==> src/kcd_pkg.sv <==
`timescale 1ns / 1ps
`default_nettype none
// ----------------------------------------------------------------------------
// kcd_pkg: shared types and codes for the capability descriptor decoder
// Result word layout, kind and status codes, mapping types and defaults.
// ----------------------------------------------------------------------------
package kcd_pkg;

    localparam int MAX_MAPPINGS_DEF     = 8;
    localparam int DESCRIPTOR_COUNT_DEF = 28;

    localparam int DESC_W   = 32;
    localparam int POS_W    = 6;
    localparam int MCOUNT_W = 7;
    localparam int PAGE_W   = 20;

    typedef enum logic [2:0] {
        KIND_PADDING = 3'd0,
        KIND_SYSCALL = 3'd1,
        KIND_RELEASE = 3'd2,
        KIND_HANDLES = 3'd3,
        KIND_FLAGS   = 3'd4,
        KIND_MAPPING = 3'd5,
        KIND_RANGE   = 3'd6,
        KIND_SKIPPED = 3'd7
    } kind_t;

    typedef enum logic [1:0] {
        ST_OK          = 2'd0,
        ST_UNSUPPORTED = 2'd1,
        ST_CORRUPT     = 2'd2,
        ST_LIMIT       = 2'd3
    } status_t;

    typedef enum logic [1:0] {
        MAP_STATIC_RW = 2'd0,
        MAP_STATIC_RO = 2'd1,
        MAP_IO_RW     = 2'd2,
        MAP_IO_RO     = 2'd3
    } map_type_t;

    typedef struct packed {
        kind_t       kind;
        status_t     status;
        logic [5:0]  slot;
        logic [23:0] value;
        logic [19:0] map_start;
        logic [20:0] map_end;
        map_type_t   map_type;
        logic        block_done;
    } result_t;

endpackage
`default_nettype wire

==> src/kcd_ifs.sv <==
`timescale 1ns / 1ps
`default_nettype none
// ----------------------------------------------------------------------------
// kcd channels: valid/ready interfaces for descriptor and result words
// A word moves at a rising edge where valid and ready are both high.
// ----------------------------------------------------------------------------
interface kcd_desc_if;
    logic        valid;
    logic        ready;
    logic [31:0] descriptor;

    modport source (output valid, output descriptor, input ready);
    modport sink   (input valid, input descriptor, output ready);
endinterface

interface kcd_result_if;
    logic             valid;
    logic             ready;
    kcd_pkg::result_t data;

    modport source (output valid, output data, input ready);
    modport sink   (input valid, input data, output ready);
endinterface
`default_nettype wire

==> src/kernel_capability_descriptor_decoder.sv <==
`timescale 1ns / 1ps
`default_nettype none
// ----------------------------------------------------------------------------
// kernel_capability_descriptor_decoder: capability descriptor block decoder
// Classifies each 32-bit descriptor word of a block and reports one result.
// ----------------------------------------------------------------------------
// Usage:
//   desc  - sink channel, one 32-bit descriptor word per handshake. A block
//           is DESCRIPTOR_COUNT words; block boundaries are counted here.
//   res   - source channel, exactly one result word per descriptor word.
//   Results are registered: a result loads as its descriptor is accepted.
//   Throughput: one word per cycle unless res stalls. The decode is a single
//   pass of prefix compares against the block state, between input port and
//   result register, so a new word can enter on every clock without a stall.
//   desc.ready is high whenever the result register is empty or being
//   drained in the same cycle; a stalled receiver holds the result and
//   back-pressures the input after exactly one word is stored.
//   Reset clears the block position, mapping count, pending range and the
//   sticky error, and empties the result register. The block state is
//   cleared again after the last word of every block.
//   After any error, the rest of the block reports kind skipped with the
//   stored error status.
// ----------------------------------------------------------------------------
module kernel_capability_descriptor_decoder #(
    parameter int MAX_MAPPINGS     = kcd_pkg::MAX_MAPPINGS_DEF,
    parameter int DESCRIPTOR_COUNT = kcd_pkg::DESCRIPTOR_COUNT_DEF
) (
    input  wire          clk,
    input  wire          rst_n,
    kcd_desc_if.sink     desc,
    kcd_result_if.source res
);
    import kcd_pkg::*;

    localparam logic [POS_W-1:0]    LAST_POS = POS_W'(DESCRIPTOR_COUNT - 1);
    localparam logic [MCOUNT_W-1:0] MAP_LIM  = MCOUNT_W'(MAX_MAPPINGS);

    // Block state
    logic [POS_W-1:0]    position_reg, position_next;
    logic [MCOUNT_W-1:0] mapping_count_reg, mapping_count_next;
    logic                range_pending_reg, range_pending_next;
    logic [PAGE_W-1:0]   pending_start_reg, pending_start_next;
    logic                pending_writable_reg, pending_writable_next;
    status_t             error_status_reg, error_status_next;

    // Result register
    logic    res_valid_reg;
    result_t res_data_reg, res_data_next;

    logic              accept;
    logic              last;
    logic              at_limit;
    logic [31:0]       d;
    logic [PAGE_W-1:0] page;

    // Take a word whenever the result slot is free or draining
    assign desc.ready = !res_valid_reg || res.ready;
    assign accept     = desc.valid && desc.ready;
    assign res.valid  = res_valid_reg;
    assign res.data   = res_data_reg;

    assign d        = desc.descriptor;
    assign page     = d[PAGE_W-1:0];
    assign last     = position_reg >= LAST_POS;
    assign at_limit = mapping_count_reg >= MAP_LIM;

    always_comb
    begin
        position_next         = position_reg;
        mapping_count_next    = mapping_count_reg;
        range_pending_next    = range_pending_reg;
        pending_start_next    = pending_start_reg;
        pending_writable_next = pending_writable_reg;
        error_status_next     = error_status_reg;
        res_data_next         = '0;

        if (error_status_reg != ST_OK)
        begin
            // Skip the rest of the block
            res_data_next.kind   = KIND_SKIPPED;
            res_data_next.status = error_status_reg;
        end
        else if (range_pending_reg)
        begin
            // Second word of a two-word range
            range_pending_next = 1'b0;
            if ((d & 32'hFFE0_0000) != 32'hFF80_0000)
            begin
                res_data_next.kind   = KIND_SKIPPED;
                res_data_next.status = ST_CORRUPT;
                error_status_next    = ST_CORRUPT;
            end
            else
            begin
                res_data_next.kind      = KIND_MAPPING;
                res_data_next.slot      = mapping_count_reg[5:0];
                res_data_next.map_start = pending_start_reg;
                res_data_next.map_end   = {1'b0, page};
                if (d[20])
                    res_data_next.map_type = pending_writable_reg ? MAP_STATIC_RW
                                                                  : MAP_STATIC_RO;
                else
                    res_data_next.map_type = pending_writable_reg ? MAP_IO_RW
                                                                  : MAP_IO_RO;
                mapping_count_next = mapping_count_reg + MCOUNT_W'(1);
            end
        end
        else if ((d & 32'hF000_0000) == 32'hE000_0000)
        begin
            // Interrupt descriptor
            res_data_next.kind   = KIND_SKIPPED;
            res_data_next.status = ST_UNSUPPORTED;
            error_status_next    = ST_UNSUPPORTED;
        end
        else if ((d & 32'hF800_0000) == 32'hF000_0000)
        begin
            res_data_next.kind  = KIND_SYSCALL;
            res_data_next.slot  = {3'b000, d[26:24]};
            res_data_next.value = d[23:0];
        end
        else if ((d & 32'hFE00_0000) == 32'hFC00_0000)
        begin
            res_data_next.kind  = KIND_RELEASE;
            res_data_next.value = {8'h00, d[15:0]};
        end
        else if ((d & 32'hFF00_0000) == 32'hFE00_0000)
        begin
            res_data_next.kind  = KIND_HANDLES;
            res_data_next.value = {14'h0000, d[9:0]};
        end
        else if ((d & 32'hFF80_0000) == 32'hFF00_0000)
        begin
            res_data_next.kind  = KIND_FLAGS;
            res_data_next.value = {8'h00, d[15:0]};
        end
        else if ((d & 32'hFFE0_0000) == 32'hFF80_0000)
        begin
            // First word of a range: limit first, then cut off at block end
            if (at_limit)
            begin
                res_data_next.kind   = KIND_SKIPPED;
                res_data_next.status = ST_LIMIT;
                error_status_next    = ST_LIMIT;
            end
            else if (last)
            begin
                res_data_next.kind   = KIND_SKIPPED;
                res_data_next.status = ST_CORRUPT;
                error_status_next    = ST_CORRUPT;
            end
            else
            begin
                range_pending_next      = 1'b1;
                pending_start_next      = page;
                pending_writable_next   = d[20];
                res_data_next.kind      = KIND_RANGE;
                res_data_next.slot      = mapping_count_reg[5:0];
                res_data_next.map_start = page;
            end
        end
        else if ((d & 32'hFFF0_0000) == 32'hFFE0_0000)
        begin
            // Single io page
            if (at_limit)
            begin
                res_data_next.kind   = KIND_SKIPPED;
                res_data_next.status = ST_LIMIT;
                error_status_next    = ST_LIMIT;
            end
            else
            begin
                res_data_next.kind      = KIND_MAPPING;
                res_data_next.slot      = mapping_count_reg[5:0];
                res_data_next.map_start = page;
                res_data_next.map_end   = {1'b0, page} + 21'd1;
                res_data_next.map_type  = d[20] ? MAP_IO_RW : MAP_IO_RO;
                mapping_count_next      = mapping_count_reg + MCOUNT_W'(1);
            end
        end
        else if (d == 32'hFFFF_FFFF)
        begin
            res_data_next.kind = KIND_PADDING;
        end
        else
        begin
            // Unknown prefix
            res_data_next.kind   = KIND_SKIPPED;
            res_data_next.status = ST_CORRUPT;
            error_status_next    = ST_CORRUPT;
        end

        if (last)
        begin
            // Close the block: drop all state
            res_data_next.block_done = 1'b1;
            position_next            = '0;
            mapping_count_next       = '0;
            range_pending_next       = 1'b0;
            pending_start_next       = '0;
            pending_writable_next    = 1'b0;
            error_status_next        = ST_OK;
        end
        else
        begin
            position_next = position_reg + POS_W'(1);
        end
    end

    always_ff @(posedge clk or negedge rst_n)
    begin
        if (!rst_n)
        begin
            position_reg         <= '0;
            mapping_count_reg    <= '0;
            range_pending_reg    <= 1'b0;
            pending_start_reg    <= '0;
            pending_writable_reg <= 1'b0;
            error_status_reg     <= ST_OK;
            res_valid_reg        <= 1'b0;
        end
        else
        begin
            if (accept)
            begin
                position_reg         <= position_next;
                mapping_count_reg    <= mapping_count_next;
                range_pending_reg    <= range_pending_next;
                pending_start_reg    <= pending_start_next;
                pending_writable_reg <= pending_writable_next;
                error_status_reg     <= error_status_next;
                res_valid_reg        <= 1'b1;
            end
            else if (res.ready)
            begin
                res_valid_reg <= 1'b0;
            end
        end
    end

    // Payload register: load on accept, hold otherwise
    always_ff @(posedge clk)
    begin
        if (accept)
            res_data_reg <= res_data_next;
    end

    // ------------------------------------------------------------------------
    // Assertions
    // ------------------------------------------------------------------------
    a_block_wrap: assert property (@(posedge clk) disable iff (!rst_n)
        accept && last |=> position_reg == '0 && mapping_count_reg == '0
                           && error_status_reg == ST_OK && !range_pending_reg)
        else $error("block state not cleared after last word");

    a_map_bound: assert property (@(posedge clk) disable iff (!rst_n)
        mapping_count_reg <= MAP_LIM)
        else $error("mapping count passed the limit");

    // A range is never left pending with an error stored or at a block start
    a_pending_clean: assert property (@(posedge clk) disable iff (!rst_n)
        range_pending_reg |-> error_status_reg == ST_OK && position_reg != '0)
        else $error("range pending with error or at block start");

    a_skip_status: assert property (@(posedge clk) disable iff (!rst_n)
        res_valid_reg && res_data_reg.kind == KIND_SKIPPED
            |-> res_data_reg.status != ST_OK)
        else $error("skipped word without error status");

endmodule
`default_nettype wire

==> src/flat_wrapper.sv <==
// flat-port wrapper written by rule: the top's interface ports become plain ports
module kernel_capability_descriptor_decoder_flat import kcd_pkg::*;
#(
    parameter int MAX_MAPPINGS     = kcd_pkg::MAX_MAPPINGS_DEF,
    parameter int DESCRIPTOR_COUNT = kcd_pkg::DESCRIPTOR_COUNT_DEF
)
  (clk, rst_n, desc_valid, desc_descriptor, desc_ready, res_valid, res_data, res_ready);
  kcd_desc_if desc_i ();
  kcd_result_if res_i ();
  input  wire clk;
  input  wire rst_n;
  input wire logic [$bits(desc_i.valid)-1:0] desc_valid;
  input wire logic [$bits(desc_i.descriptor)-1:0] desc_descriptor;
  output wire logic [$bits(desc_i.ready)-1:0] desc_ready;
  output wire logic [$bits(res_i.valid)-1:0] res_valid;
  output wire logic [$bits(res_i.data)-1:0] res_data;
  input wire logic [$bits(res_i.ready)-1:0] res_ready;
  assign desc_i.valid = desc_valid;
  assign desc_i.descriptor = desc_descriptor;
  assign desc_ready = desc_i.ready;
  assign res_valid = res_i.valid;
  assign res_data = res_i.data;
  assign res_i.ready = res_ready;
  kernel_capability_descriptor_decoder #(.MAX_MAPPINGS(MAX_MAPPINGS), .DESCRIPTOR_COUNT(DESCRIPTOR_COUNT)) u_core (.clk(clk), .rst_n(rst_n), .desc(desc_i), .res(res_i));
endmodule
==> config.mk <==
export PLATFORM = sky130hd
export DESIGN_NAME = kernel_capability_descriptor_decoder_flat
export DESIGN_NICKNAME = d
export VERILOG_FILES = /design/src/kcd_pkg.sv /design/src/kcd_ifs.sv /design/src/kernel_capability_descriptor_decoder.sv /design/src/flat_wrapper.sv
export SDC_FILE = /design/constraint.sdc
export NUM_CORES = 1
export LEC_CHECK = 0
export ABC_AREA = 1
export BUFFER_PORTS_ARGS = -buffer_cell sky130_fd_sc_hd__buf_4
export CAP_MARGIN = 0
export CORE_MARGIN = 2
export CORE_UTILIZATION = 55
export DETAILED_ROUTE_END_ITERATION = 8
export GPL_TIMING_DRIVEN = 0
export PLACE_DENSITY = 0.87
export REMOVE_ABC_BUFFERS = 1
export SLEW_MARGIN = 20
export SYNTH_ARGS = -nofsm -noshare
export SYNTH_HDL_FRONTEND = slang
export SYNTH_SLANG_ARGS = --single-unit
==> constraint.sdc <==
create_clock -name clk -period 2.95 [get_ports clk]
set_input_delay 0.295 -clock clk [delete_from_list [all_inputs] [get_ports clk]]
set_output_delay 0.295 -clock clk [all_outputs]
set_load 0.1 [all_outputs]
==> impl_metrics.env <==
export IMPL_status="finished clean"
export IMPL_fin_area_um2=7437
export IMPL_maxCapViolations=0
export IMPL_ys_seq_area_share_pct=57.06
export IMPL_largest_register_ffs=79
export IMPL_syn_to_final_growth_pct=27.69
export IMPL_vias=5290
export IMPL_dp_cells=875
export IMPL_wl_met2_um=7693
export IMPL_synthXorXnorAreaFrac_pct=1.203
export IMPL_finalSetupViolations=0
export IMPL_yosys_top_cells_area="edfxtp_1 41%, dfrtp_1 16%, nand2_1 8.2%"
export IMPL_clockBufferDepth=2
export IMPL_synth_warnings=0
export IMPL_drv_slew=0
export IMPL_synth_top_family_by_area="simple AND/OR/NAND/NOR gates"
export IMPL_yosysTopAreaCell="edfxtp_1"
export IMPL_drt_iter0_markers=677
export IMPL_synth_seq_cells=117
export IMPL_route_layer_met1_wl_um=6022
export IMPL_dpl_instance_area_um2=6799
export IMPL_cts_sinks=117
export IMPL_holdCritPathClass="in2reg"
export IMPL_drtAntennaViolNets=0
export IMPL_routed_top_layer="met4"
export IMPL_power_leakage_nw=3.366
export IMPL_period_share_pct=92.83
export IMPL_hold_viol=0
export IMPL_synth_simple_area_share_pct=23.05
export IMPL_start_kind="flop"
export IMPL_grt_usage_pct=28.71
export IMPL_worstSetupPathType="reg2reg"
export IMPL_row_count=37
export IMPL_seq_area_um2=3323
export IMPL_drtPass1Iterations=5
export IMPL_die_x_um=106.9
export IMPL_tritoncts="done"
export IMPL_total_power_mw=5.948
export IMPL_synth_cell_type_count=34
export IMPL_grt_start_max_net_pins=63
export IMPL_p_per_area_nw_per_um2=799.7
export IMPL_clock_latency_ps=530
export IMPL_n_fill_cell=716
export IMPL_finalNonFillerCells=910
export IMPL_core_area_um2=10320
export IMPL_antenna_found_initial=0
export IMPL_syn_area_per_cell_um2=9.058
export IMPL_gr_total_overflow=0
export IMPL_final_layout_size_suffix_gt1_share_pct=23.51
export IMPL_synth_compound_area_share_pct=9.431
export IMPL_end_kind="flop"
export IMPL_routed_via_density=5.813
export IMPL_ir_drop_mv=0.4310
export IMPL_max_slew_margin_pct=43.24
export IMPL_arrival_ps=2980
export IMPL_multi_input_area_um2=2028
export IMPL_skew_ps=5.203
export IMPL_crit_fanout=19
export IMPL_grt_first_pass_wirelength_um=25070
export IMPL_dpl_hpwl_um=10220
export IMPL_tns_ps=0
export IMPL_routed_wl_um=15860
export IMPL_port_buffers=116
export IMPL_cts_setup_buffers=0
export IMPL_drc_errors=0
export IMPL_htreeDepth=4
export IMPL_cts_root_buf="clkbuf_8"
export IMPL_rsz0062_at_grt="false"
export IMPL_syn_area_um2=5824
export IMPL_pin_count=117
export IMPL_tightest_slew_ps=848.3
export IMPL_numCtsBuffers=17
export IMPL_synth_area_mux_share_pct=0
export IMPL_avgRoutedWirePerCell_um=17.43
export IMPL_fmax_mhz=365.2
export IMPL_synth_cells=643
export IMPL_die_height_um=106.9
export IMPL_die_area_um2=11430
export IMPL_synth_top_cell_area_share_pct=40.73
export IMPL_nets=801
export IMPL_initial_core_util_pct=56.42
export IMPL_worstPathRequired_ps=3200
export IMPL_synth_fa_ha_area_share_pct=0.8593
export IMPL_path_clk_slew_ps=60
export IMPL_gp_congestion=0.9065
export IMPL_diodes=0
export IMPL_grt_pass1_vias=5023
export IMPL_route_met3_wl_um=1512
export IMPL_final_min_clock_period_ps=2738
-- layer usage --
layer / up-vias / track usage (%)
li1: 2401 / -
met4: 0 / 14.84
met1: 2454 / 36.67
met5: - / 0
met3: 63 / 5.775
met2: 372 / 46.59
-- report_power, final --
| part | internal (mW) | leakage [nW] | switching [mW] | total, mW |
|---|---|---|---|---|
| sequential | 2.03 | 1.25 | 0.163 | 2.19 |
| combinational | 0.395 | 1.82 | 1.26 | 1.66 |
| clock | 1.35 | 0.298 | 0.751 | 2.10 |
| total | 3.77 | 3.37 | 2.18 | 5.95 |
-- metrics by stage --
step	setup slack, ps	utilization [%]	hold slack (ps)
floorplan	-697.5	-	-0.5911
global placement	-1723	65.23	294.4
detailed placement	38.02	65.86	304.8
CTS	166.9	71.91	27.47
global route	56.62	72.04	41.32
finish	211.6	72.04	29.87
-- path summary, 6_finish.rpt --
check	start	slack [ps]	depth (start not counted)	to
worst max-delay path	u_core.position_reg[0]	210	12	u_core.res.data[38]
worst min-delay path	res_ready	30	4	u_core.res.valid
worst max register to register	u_core.position_reg[0]	210	12	u_core.res.data[38]
worst min register to register	u_core.position_reg[5]	490	2	u_core.position_reg[5]
max in group asynchronous	rst_n	2300	2	u_core.pending_start_reg[16]
min in group asynchronous	rst_n	280	2	u_core.pending_start_reg[4]
-- area by class of cell --
type,instances,area share [%]
timing repair buffer,119,12.58
inverter,95,4.896
clock buffer,22,6.662
tap,136,2.288
clock inverter,10,1.548
timing repair inverter,1,0.06729
sequential,117,44.68
multi-input combinational,410,27.27
-- cell usage in the layout, fill, tap and decap left out, types with 8 or more instances in the layout --
| cell | n |
|---|---|
| dfrtp_1 | 38 |
| a21oi_1 | 16 |
| nand3_1 | 70 |
| nor3_1 | 25 |
| buf_4 | 116 |
| clkbuf_16 | 18 |
| edfxtp_1 | 79 |
| o21ai_1 | 16 |
| nor2_1 | 41 |
| nand4_1 | 8 |
| inv_1 | 86 |
| nand2_1 | 127 |
| o21ai_0 | 56 |
-- cell families (layout without fill, tap and decap cells) --
| group | Yosys count | after routing |
|---|---|---|
| compound gates | 102 | 103 |
| xor+xnor | 8 | 8 |
| fa+ha+maj | 4 | 4 |
| buf+inv | 117 | 247 |
| flops | 117 | 117 |
| simple gates | 295 | 295 |
-- critical path, stage by stage, from the launching register on --
cell and delay, ps:
dfrtp_1 380, ha_1 160, inv_1 60, nand2_1 60, nand2_1 40, nand2_1 450
clkinvlp_4 490, nand3_1 260, nand2_2 100, inv_2 120, nor2_8 90, nand3_1 100
o21ai_0 140
-- cell usage after synthesis --
| cell type | instances |
|---|---|
| nor2_8 | 1 |
| clkbuf_1 | 9 |
| dfrtp_1 | 38 |
| o21ai_1 | 16 |
| xnor2_1 | 1 |
| nand2_1 | 127 |
| o31ai_1 | 7 |
| o22ai_1 | 4 |
| clkinv_2 | 1 |
| ha_1 | 4 |
| a21boi_0 | 1 |
| buf_4 | 3 |
| buf_2 | 6 |
| a21oi_1 | 16 |
| and3_1 | 1 |
| nor2_4 | 2 |
| inv_1 | 87 |
| buf_6 | 4 |
| nand2_2 | 7 |
| nand4_1 | 8 |
| o211ai_1 | 1 |
| xor2_1 | 7 |
| nor2_2 | 7 |
| nor3_1 | 25 |
| o21ai_0 | 56 |
| nor2_1 | 42 |
| nand3_1 | 70 |
| inv_2 | 7 |
| nand3_2 | 1 |
| edfxtp_1 | 79 |
| a21oi_4 | 1 |
| nand2_4 | 2 |
| nor3b_1 | 1 |
| nor4_1 | 1 |
-- timing repair --
item                                   in CTS  in global routing
hold buffers                                1                  0
endpoints found under the hold margin      38                  0
resized for setup                           1                  0
pin swaps                                   0                  1
setup endpoints to repair                   1                  9
gates cloned                                0                  2
No activity file was read; power rests on OpenSTA's default activity.
